===== src/rtl/calendar_date_step_counter_defines.svh =====
// Assertion macros for the calendar date counter.
`ifndef CALENDAR_DATE_STEP_COUNTER_DEFINES_SVH
`define CALENDAR_DATE_STEP_COUNTER_DEFINES_SVH

// Property that must hold in the same cycle as its trigger.
`define CDSC_ASSERT_NOW(label, trig, prop, msg) \
    label: assert property (@(posedge clk) disable iff (!rst_n) (trig) |-> (prop)) \
        else $error(msg);

// Property that must hold in the cycle after its trigger.
`define CDSC_ASSERT_NEXT(label, trig, prop, msg) \
    label: assert property (@(posedge clk) disable iff (!rst_n) (trig) |=> (prop)) \
        else $error(msg);

`endif


===== src/rtl/cdsc_pkg.sv =====
package cdsc_pkg;

    // Fixed field widths of the request and result payloads.
    localparam int DAY_W   = 5;
    localparam int MONTH_W = 4;
    localparam int YEAR_W  = 16;
    localparam int KIND_W  = 2;
    localparam int CFG_INDEX_W = 2;
    localparam int CFG_DATA_W  = 16;

    // Default width of the internal year counter.
    localparam int YEAR_BITS_DEFAULT = 16;

    // The odd part of 400; a year divisible by 100 is divisible by 4 and by this.
    localparam logic [63:0] LEAP_ODD_FACTOR = 64'd25;

    // Month codes with special handling.
    localparam logic [MONTH_W-1:0] MONTH_JAN = 4'd1;
    localparam logic [MONTH_W-1:0] MONTH_FEB = 4'd2;
    localparam logic [MONTH_W-1:0] MONTH_DEC = 4'd12;

    // Month lengths.
    localparam logic [DAY_W-1:0] LEN_LONG  = 5'd31;
    localparam logic [DAY_W-1:0] LEN_SHORT = 5'd30;
    localparam logic [DAY_W-1:0] LEN_LEAP  = 5'd29;
    localparam logic [DAY_W-1:0] LEN_FEB   = 5'd28;

    // Command codes; the fourth code is unused and changes nothing.
    typedef enum logic [KIND_W-1:0] {
        CMD_NEXT = 2'd0,
        CMD_PREV = 2'd1,
        CMD_SET  = 2'd2
    } cmd_kind_t;

    // Configuration register indexes.
    typedef enum logic [CFG_INDEX_W-1:0] {
        CFG_DEFAULT_ENABLE = 2'd0,
        CFG_DEFAULT_DAY    = 2'd1,
        CFG_DEFAULT_MONTH  = 2'd2,
        CFG_DEFAULT_YEAR   = 2'd3
    } cfg_index_t;

    typedef struct packed {
        logic [KIND_W-1:0]  kind;
        logic [DAY_W-1:0]   new_day;
        logic [MONTH_W-1:0] new_month;
        logic [YEAR_W-1:0]  new_year;
    } cmd_t;

    typedef struct packed {
        logic [DAY_W-1:0]   cur_day;
        logic [MONTH_W-1:0] cur_month;
        logic [YEAR_W-1:0]  cur_year;
        logic               bad_date;
    } res_t;

    // Inverse of an odd constant modulo 2^bits, by Newton iteration.
    // Each step doubles the number of correct low bits, starting from three.
    function automatic logic [63:0] odd_inverse(input logic [63:0] odd_value, input int bits);
        logic [63:0] x;
        logic [63:0] mask;
        x = odd_value;
        mask = (64'd1 << bits) - 64'd1;
        for (int i = 0; i < 5; i++)
        begin
            x = x * (64'd2 - odd_value * x);
        end
        return x & mask;
    endfunction

endpackage


===== src/rtl/calendar_date_step_counter.sv =====
// Channel  Direction  Handshake               Payload
// cmd      in         cmd_valid / cmd_ready   cdsc_pkg::cmd_t (kind, new_day, new_month, new_year)
// res      out        res_valid / res_ready   cdsc_pkg::res_t (cur_day, cur_month, cur_year, bad_date)
// cfg      in         cfg_valid / cfg_ready   cfg_index, cfg_data
//
// Each request gives one result: an input register holds the prepared request, and the date
// step and result register follow it. A new request is accepted every cycle while results
// are taken; one multiplier for the leap test sits in each of the two register stages.
// Reset gives 1 Jan of year 0, defaults disabled, default date 1 Jan of year 0.
// A stalled result holds both stages; the input register still takes a request while only
// the result register is full. Configuration writes are always accepted.
`include "calendar_date_step_counter_defines.svh"

module calendar_date_step_counter #(
    parameter int YEAR_BITS = cdsc_pkg::YEAR_BITS_DEFAULT
) (
    input  logic                                clk,
    input  logic                                rst_n,
    input  logic                                cmd_valid,
    output logic                                cmd_ready,
    input  cdsc_pkg::cmd_t                      cmd,
    output logic                                res_valid,
    input  logic                                res_ready,
    output cdsc_pkg::res_t                      res,
    input  logic                                cfg_valid,
    output logic                                cfg_ready,
    input  logic [cdsc_pkg::CFG_INDEX_W-1:0]    cfg_index,
    input  logic [cdsc_pkg::CFG_DATA_W-1:0]     cfg_data
);

    localparam int DAY_W   = cdsc_pkg::DAY_W;
    localparam int MONTH_W = cdsc_pkg::MONTH_W;
    localparam int YEAR_W  = cdsc_pkg::YEAR_W;

    // Constants for the divisibility test by the odd factor of 400.
    localparam logic [63:0] YEAR_MAX64 = (64'd1 << YEAR_BITS) - 64'd1;
    localparam logic [YEAR_BITS-1:0] INV_ODD =
        YEAR_BITS'(cdsc_pkg::odd_inverse(cdsc_pkg::LEAP_ODD_FACTOR, YEAR_BITS));
    localparam logic [YEAR_BITS-1:0] ODD_MULT_MAX =
        YEAR_BITS'(YEAR_MAX64 / cdsc_pkg::LEAP_ODD_FACTOR);

    // Prepared request held in the input register.
    typedef struct packed {
        logic [cdsc_pkg::KIND_W-1:0] kind;
        logic [DAY_W-1:0]            day;
        logic [MONTH_W-1:0]          month;
        logic [YEAR_BITS-1:0]        year;
        logic                        set_ok;
    } stage_t;

    // A year is divisible by 25 exactly when its product with the inverse of 25 stays
    // at or below the largest multiple count. Leap: by 4, and by 16 when also by 25.
    function automatic logic is_leap(input logic [YEAR_BITS-1:0] y);
        logic [YEAR_BITS-1:0] prod;
        logic                 by_odd;
        prod = y * INV_ODD;
        by_odd = (prod <= ODD_MULT_MAX);
        return (y[1:0] == 2'd0) && (!by_odd || (y[3:0] == 4'd0));
    endfunction

    function automatic logic [DAY_W-1:0] month_len(input logic [MONTH_W-1:0] m,
                                                   input logic leap);
        logic [DAY_W-1:0] len;
        case (m)
            4'd1, 4'd3, 4'd5, 4'd7, 4'd8, 4'd10, 4'd12: len = cdsc_pkg::LEN_LONG;
            4'd4, 4'd6, 4'd9, 4'd11:                    len = cdsc_pkg::LEN_SHORT;
            cdsc_pkg::MONTH_FEB: len = leap ? cdsc_pkg::LEN_LEAP : cdsc_pkg::LEN_FEB;
            default:                                    len = '0;
        endcase
        return len;
    endfunction

    logic                  default_enable_reg;
    logic [DAY_W-1:0]      default_day_reg;
    logic [MONTH_W-1:0]    default_month_reg;
    logic [YEAR_W-1:0]     default_year_reg;

    logic                  s1_valid_reg;
    stage_t                s1_reg;
    stage_t                s1_next;
    logic                  out_valid_reg;
    cdsc_pkg::res_t        out_reg;
    cdsc_pkg::res_t        out_next;

    logic [DAY_W-1:0]      day_reg;
    logic [DAY_W-1:0]      day_next;
    logic [MONTH_W-1:0]    month_reg;
    logic [MONTH_W-1:0]    month_next;
    logic [YEAR_BITS-1:0]  year_reg;
    logic [YEAR_BITS-1:0]  year_next;
    logic                  bad_next;

    logic                  advance;
    logic                  load_out;
    logic                  accept_cmd;

    logic [DAY_W-1:0]      set_day;
    logic [MONTH_W-1:0]    set_month;
    logic [YEAR_W-1:0]     set_year_raw;
    logic [YEAR_BITS-1:0]  set_year;
    logic                  cur_leap;
    logic [DAY_W-1:0]      cur_len;
    logic [MONTH_W-1:0]    prev_month;

    // Handshake: the result register frees when empty or taken; the input register
    // frees when empty or moving on.
    assign advance    = !out_valid_reg || res_ready;
    assign load_out   = s1_valid_reg && advance;
    assign cmd_ready  = !s1_valid_reg || advance;
    assign accept_cmd = cmd_valid && cmd_ready;
    assign cfg_ready  = 1'b1;
    assign res_valid  = out_valid_reg;
    assign res        = out_reg;

    // Configuration registers.
    always_ff @(posedge clk or negedge rst_n)
    begin
        if (!rst_n)
        begin
            default_enable_reg <= 1'b0;
            default_day_reg    <= 5'd1;
            default_month_reg  <= 4'd1;
            default_year_reg   <= '0;
        end
        else if (cfg_valid && cfg_ready)
        begin
            case (cfg_index)
                cdsc_pkg::CFG_DEFAULT_ENABLE: default_enable_reg <= cfg_data[0];
                cdsc_pkg::CFG_DEFAULT_DAY:    default_day_reg    <= cfg_data[DAY_W-1:0];
                cdsc_pkg::CFG_DEFAULT_MONTH:  default_month_reg  <= cfg_data[MONTH_W-1:0];
                cdsc_pkg::CFG_DEFAULT_YEAR:   default_year_reg   <= cfg_data[YEAR_W-1:0];
                default: ;
            endcase
        end
    end

    // Request preparation: default substitution and validation of a set date.
    always_comb
    begin
        set_day      = cmd.new_day;
        set_month    = cmd.new_month;
        set_year_raw = cmd.new_year;
        if (default_enable_reg)
        begin
            if (cmd.new_day == '0)
            begin
                set_day = default_day_reg;
            end
            if (cmd.new_month == '0)
            begin
                set_month = default_month_reg;
            end
            if (cmd.new_year == '0)
            begin
                set_year_raw = default_year_reg;
            end
        end
        set_year = YEAR_BITS'(set_year_raw);

        s1_next.kind   = cmd.kind;
        s1_next.day    = set_day;
        s1_next.month  = set_month;
        s1_next.year   = set_year;
        s1_next.set_ok = (set_month >= cdsc_pkg::MONTH_JAN)
                      && (set_month <= cdsc_pkg::MONTH_DEC)
                      && (set_day != '0)
                      && (set_day <= month_len(set_month, is_leap(set_year)));
    end

    // Input register.
    always_ff @(posedge clk or negedge rst_n)
    begin
        if (!rst_n)
        begin
            s1_valid_reg <= 1'b0;
        end
        else if (cmd_ready)
        begin
            s1_valid_reg <= cmd_valid;
        end
    end

    always_ff @(posedge clk)
    begin
        if (accept_cmd)
        begin
            s1_reg <= s1_next;
        end
    end

    // Date step for the request in the input register.
    always_comb
    begin
        cur_leap   = is_leap(year_reg);
        cur_len    = month_len(month_reg, cur_leap);
        prev_month = (month_reg <= cdsc_pkg::MONTH_JAN) ? cdsc_pkg::MONTH_DEC
                                                        : month_reg - 4'd1;
        day_next   = day_reg;
        month_next = month_reg;
        year_next  = year_reg;
        bad_next   = 1'b0;
        case (s1_reg.kind)
            cdsc_pkg::CMD_NEXT:
            begin
                if (day_reg >= cur_len)
                begin
                    day_next = 5'd1;
                    if (month_reg >= cdsc_pkg::MONTH_DEC)
                    begin
                        month_next = cdsc_pkg::MONTH_JAN;
                        year_next  = year_reg + YEAR_BITS'(1);
                    end
                    else
                    begin
                        month_next = month_reg + 4'd1;
                    end
                end
                else
                begin
                    day_next = day_reg + 5'd1;
                end
            end
            cdsc_pkg::CMD_PREV:
            begin
                if (day_reg <= 5'd1)
                begin
                    month_next = prev_month;
                    if (month_reg <= cdsc_pkg::MONTH_JAN)
                    begin
                        year_next = year_reg - YEAR_BITS'(1);
                    end
                    // Only February depends on the year, and it is never reached
                    // across a year boundary.
                    day_next = month_len(prev_month, cur_leap);
                end
                else
                begin
                    day_next = day_reg - 5'd1;
                end
            end
            cdsc_pkg::CMD_SET:
            begin
                if (s1_reg.set_ok)
                begin
                    day_next   = s1_reg.day;
                    month_next = s1_reg.month;
                    year_next  = s1_reg.year;
                end
                else
                begin
                    bad_next = 1'b1;
                end
            end
            default: ;
        endcase

        out_next.cur_day   = day_next;
        out_next.cur_month = month_next;
        out_next.cur_year  = YEAR_W'(year_next);
        out_next.bad_date  = bad_next;
    end

    // Date state and result register.
    always_ff @(posedge clk or negedge rst_n)
    begin
        if (!rst_n)
        begin
            day_reg       <= 5'd1;
            month_reg     <= cdsc_pkg::MONTH_JAN;
            year_reg      <= '0;
            out_valid_reg <= 1'b0;
        end
        else
        begin
            if (advance)
            begin
                out_valid_reg <= s1_valid_reg;
            end
            if (load_out)
            begin
                day_reg   <= day_next;
                month_reg <= month_next;
                year_reg  <= year_next;
            end
        end
    end

    always_ff @(posedge clk)
    begin
        if (load_out)
        begin
            out_reg <= out_next;
        end
    end

    // Checks.
    `CDSC_ASSERT_NOW(a_month_range, out_valid_reg,
        (out_reg.cur_month >= cdsc_pkg::MONTH_JAN) && (out_reg.cur_month <= cdsc_pkg::MONTH_DEC),
        "result month outside 1 to 12")
    `CDSC_ASSERT_NOW(a_day_nonzero, out_valid_reg, out_reg.cur_day != '0,
        "result day is zero")
    `CDSC_ASSERT_NEXT(a_bad_only_on_set, load_out && (s1_reg.kind != cdsc_pkg::CMD_SET),
        !out_reg.bad_date, "bad date flagged on a step command")
    `CDSC_ASSERT_NEXT(a_state_holds_on_stall, out_valid_reg && !res_ready,
        $stable(day_reg) && $stable(month_reg) && $stable(year_reg),
        "date state changed while the result was stalled")

endmodule


===== config.mk =====
export PLATFORM = sky130hd
export DESIGN_NAME = calendar_date_step_counter
export DESIGN_NICKNAME = d
export VERILOG_FILES = /design/src/rtl/cdsc_pkg.sv /design/src/rtl/calendar_date_step_counter.sv
export VERILOG_INCLUDE_DIRS = /design/src /design/src/rtl
export SDC_FILE = /design/constraint.sdc
export NUM_CORES = 1
export LEC_CHECK = 0
export BUFFER_PORTS_ARGS = -buffer_cell sky130_fd_sc_hd__buf_2
export CAP_MARGIN = 25
export CORE_MARGIN = 2
export CORE_UTILIZATION = 45
export CTS_CLUSTER_SIZE = 25
export DETAILED_ROUTE_END_ITERATION = 16
export SLEW_MARGIN = 40
export SYNTH_ARGS = -nofsm -noshare
export SYNTH_HDL_FRONTEND = slang
export SYNTH_SLANG_ARGS = --single-unit

===== constraint.sdc =====
create_clock -name clk -period 10.65 [get_ports clk]
set_input_delay 1.065 -clock clk [delete_from_list [all_inputs] [get_ports clk]]
set_output_delay 1.065 -clock clk [all_outputs]
set_load 0.005 [all_outputs]

======== After elaboration in Yosys (flattened, before gate mapping) ========
Cells that the tools add are included.
storage, ports and cells
  flip-flop bits (word level) ............. 107
  bits in latches ......................... 0
  RAM bits ................................ 0
  bits in read-only memories .............. 0
  bits of input ports ..................... 50
  output and inout port bits .............. 29
  memories ................................ 0
operators by class
  $add $sub $neg .......................... 6
  multiply operators ...................... 2
  divide/modulo/power cells ............... 0
  order comparisons ....................... 9
  equal/unequal tests ..................... 41
  shift-type cells ........................ 0
  multiplexer cells ....................... 28
  bitwise gates (word level) .............. 0
  reduce and logical (&&, ||, !) cells .... 35
operators with widths
  cell                    number
  $mux 16                 7
  $eq 4x4->1 const B      15
  $pmux 5 s3              4
  $eq 4x3->1 const B      12
  $pmux 16 s3             1
  $le 16x12->1 const B    2
  $mul 16x15->16 const B  2
  $mux 4                  7
  $mux 5                  5
  $eq 4x2->1 const B      6
  $reduce_or 7->1         3
  $add 16x1->16 const B   1
  $logic_not 16->1        1
  $sub 16x1->16 const B   1
  $eq 4x1->1 const B      3
  $logic_not 4->1         3
  $pmux 4 s3              1
  $reduce_or 4->1         3
  $logic_not 2->1         4
  $reduce_and 2->1        4
  $logic_and 1x1->1       7
  $eq 2x2->1 const B      3
  $add 5x1->5 const B     1
  $ge 5x5->1              1
  other kinds (15)        24

======== Logic depth before layout (Yosys ltp) ========
  word-level depth ........................ 12
  depth in mapped cells ................... 33
  gate-level depth less buffers ........... 32

======== Worst setup path before layout ========
OpenSTA, ideal clock, no wires.
  path type ............................... in2reg
  from .................................... in cmd[12] (netlist name)
  to ...................................... reg s1_reg[0] (netlist name), data pin
  library setup time ...................... 0.174 ns
  arrival ................................. 7.271 ns
  data required time ...................... 10.476 ns
  path slack .............................. 3.205 ns
  stages on the path ...................... 30
  cells stage by stage .................... or3_1 > nor3_1 > clkbuf_1 > a21oi_1 > inv_1 > ha_1 > ha_1 > inv_1 > fa_1 > fa_1 > inv_1 > fa_1 > ha_1 > xnor2_1 > xnor2_1 > xnor2_1 > xnor2_1 > xnor3_1 > xnor2_1 > nor3_1 > a31oi_1 > o21a_1 > ha_1 > nor2b_1 > o21a_1 > o21ai_0 > nand2b_1 > a21oi_1 > a31oi_1 > a311oi_1
RTL lines
  what                  line                               text
  from (decl)           calendar_date_step_counter.sv:21   input cdsc_pkg::cmd_t cmd,
  to (signal assigned)  calendar_date_step_counter.sv:187  s1_reg <= s1_next;
  to (decl)             calendar_date_step_counter.sv:79   stage_t s1_reg;

==> impl_metrics.toml <==
[status]
outcome = "finished clean"

[run]
cap_viol_max_count = 0

[sta]
slew_headroom = 0.463
tns_ns = 0
worst_pin_slew_ns = 0.803
hold_slack_ns = 0.492
post-route-period-util = 0.719
setup_viol = 0
fin_crit_ns = 7.65
slew_viol_final = 0
finalHoldViolCount = 0
timing.fmax_mhz = 131
rsz0062_at_grt = "false"
finalClockSkew_ns = 0.0128

[critical_path]
startpoint = "cmd[5]"
worstPathMaxFanout = 10
crit_type = "in -> reg"
critPathCaptureType = "register"
worstPathRequired_ns = 10.84
critical-path-max-stage-delay_ns = 0.58
critPathLaunchType = "input port"
crit_slowest_cell = "nor3_1"
crit_arrival_ns = 7.85
r2r-start = "year_reg[2]$_DFFE_PN0P_"
cp_common_cell = "xnor2_1"

[power]
power.leakage_uw = 0.00513
pwr-share-clk = 0.111
seqPwrFrac = 0.216
p_sw_frac = 0.479
p_int_uw = 1600
p_per_area_nw_per_um2 = 279
power_switching_uw = 1470
vdd_drop_max_mv = 0.163
power_frac_comb = 0.673

[min_path]
hp-start = "s1_valid_reg$_DFFE_PN0N_"
hold_path.class = "reg -> reg"

[cells_and_area]
synthToLayoutAreaGrowth_pct = 9.08
nFillCells = 2080
largest_reg_flops = 28
seq_area_um2 = 2950
multi_input_area_um2 = 6470
drive_gt1_frac = 0.136
layout.nets = 1365
insertedDiodeCount = 0

[global_route]
grt_pass1_wl_um = 41600
grt-ovfl-total = 0
antenna_found_initial = 0
grt_max_degree = 59
track_usage = 0.224
grt_pass1_vias = 7796

[yosys]
synth_ff_type = "edfxtp_1"
synth-edff-count = 54
netlist_area_um2 = 10100
yosysSeqAreaShare = 0.292
synth_cell_types = 74
ys_ff_latch = 107
synth_cells = 1080
yosys.area.top_type_share = 0.182
synthTopCellsByCount = "ha_1, inv_1, a21oi_1, nand2_1, o21ai_0"
ys_top_cells_by_area = "ha_1, edfxtp_1, dfrtp_1, fa_1, inv_1"
yosys_warnings = 0
synth.most_common_cell = "ha_1"
async_flop_share = 0.495
netlist.top_cell.by_area = "ha_1"
syn_avg_cell_area_um2 = 9.37
syn_nets = 1313

[cts]
clk_path_buf_depth = 2
numCtsBuffers = 9
cts.repair.resized = 0
cts_setup_buffers = 0
cts.sinks = 107
ctsHoldBuffers = 0
cts_root_buf = "clkbuf_16"
path_clk_slew_ns = 0.08
cts_tree = "built"
htree_num_levels = 3
insertion_delay_ns = 0.37

[placement]
dp_hpwl_um = 19300
gp_congestion = 0.882
portBuffers = 77

[detailed_routing]
postRouteAntennaNets = 0
remaining_drc_errors = 0
drt_iter0_markers = 577
wl_per_cell_um = 18.1
first_pass_iters = 7
vias = 8028
drt_wl_total_um = 25700
routed_via_density = 5.67

[floorplanning]
initial_utilization = 0.461
die_h_um = 154
die_area_um2 = 23700
num_rows = 54
core_um2 = 22000
die_w_um = 154
boundaryPins = 79
-- logic make-up after synthesis --
logic type	synth area share
AOI/OAI and AO/OA	0.186
buffers and inverters	0.0689
xor gates and xnor gates	0.0399
and+or+nand+nor	0.121
muxes	0.0387
other	0.000371
adders and majority gates	0.253
DFF	0.292
-- final timing paths --
| kind | endpoint | slack, ns | depth (start not counted) |
|---|---|---|---|
| max | s1_reg[0]$_DFFE_PP_ | 3.00 | 32 |
| min | res_valid$_DFFE_PN0P_ | 0.49 | 1 |
| max reg2reg | res[16]$_DFFE_PP_ | 3.29 | 27 |
| min reg2reg | res_valid$_DFFE_PN0P_ | 0.49 | 1 |
| max in group asynchronous | default_year_reg[8]$_DFFE_PN0P_ | 9.47 | 2 |
| min in group asynchronous | year_reg[3]$_DFFE_PN0P_ | 0.74 | 2 |
-- power by group through the flow --
stage	sequential (uW)	clock, uW	combinational, uW
after floorplan	601	0	1620
after global placement	672	0	2030
after detailed placement	671	0	2060
after CTS	663	352	2080
after global routing	681	366	2360
final	665	342	2070
-- cell usage in the layout, fill, tap and decap left out, drive strengths merged, types with 9 or more instances in the layout --
master and n:
inv 141, a21o 24, clkbuf 9, nand2b 15
fa 36, edfxtp 54, o21ai 65, a31oi 15
a21oi 80, a211oi 14, nand2 65, or3 10
mux2 33, buf 85, o22ai 12, nor2b 12
nor2 62, dfrtp 49, nor3 23, o21a 10
xnor2 36, ha 147, nand3 17
-- layout make-up --
cell class	count	area share
Multi-Input combinational cell	793	0.587
Clock inverter	7	0.00669
Clock buffer	9	0.0204
Tap cell	280	0.0317
Inverter	136	0.0463
Sequential cell	107	0.268
Timing Repair Buffer	85	0.0407
-- metal layers --
| metal | track usage | vias up | share of wire |
|---|---|---|---|
| met1 | 0.306 | 3753 | 0.46 |
| met2 | 0.366 | 288 | 0.46 |
| li1 | - | 3950 | - |
| met4 | 0.0659 | 0 | 0.023 |
| met5 | 0 | - | 0 |
| met3 | 0.0380 | 37 | 0.060 |
-- critical path, delay by kind of cell --
family | cells | cell delay (ns)
fa+ha+maj | 7 | 2.46
xor+xnor | 6 | 1.25
simple gates | 6 | 1.21
compound gates | 8 | 1.13
buf+inv | 5 | 0.74
-- through the flow --
stage                     setup slack [ns]   util  std cells  power [uW]  cell area [um2]
after floorplan                       3.20      -       1080        2220            10100
after global placement                2.81  0.488       1401        2700            10700
after detailed placement              2.60  0.489       1401        2730            10700
after CTS                             2.97  0.502       1417        3090            11000
after global routing                  2.37  0.503       1417        3410            11000
final                                 3.00  0.503       1417        3080            11000
Power figures use the tool's default switching activity.
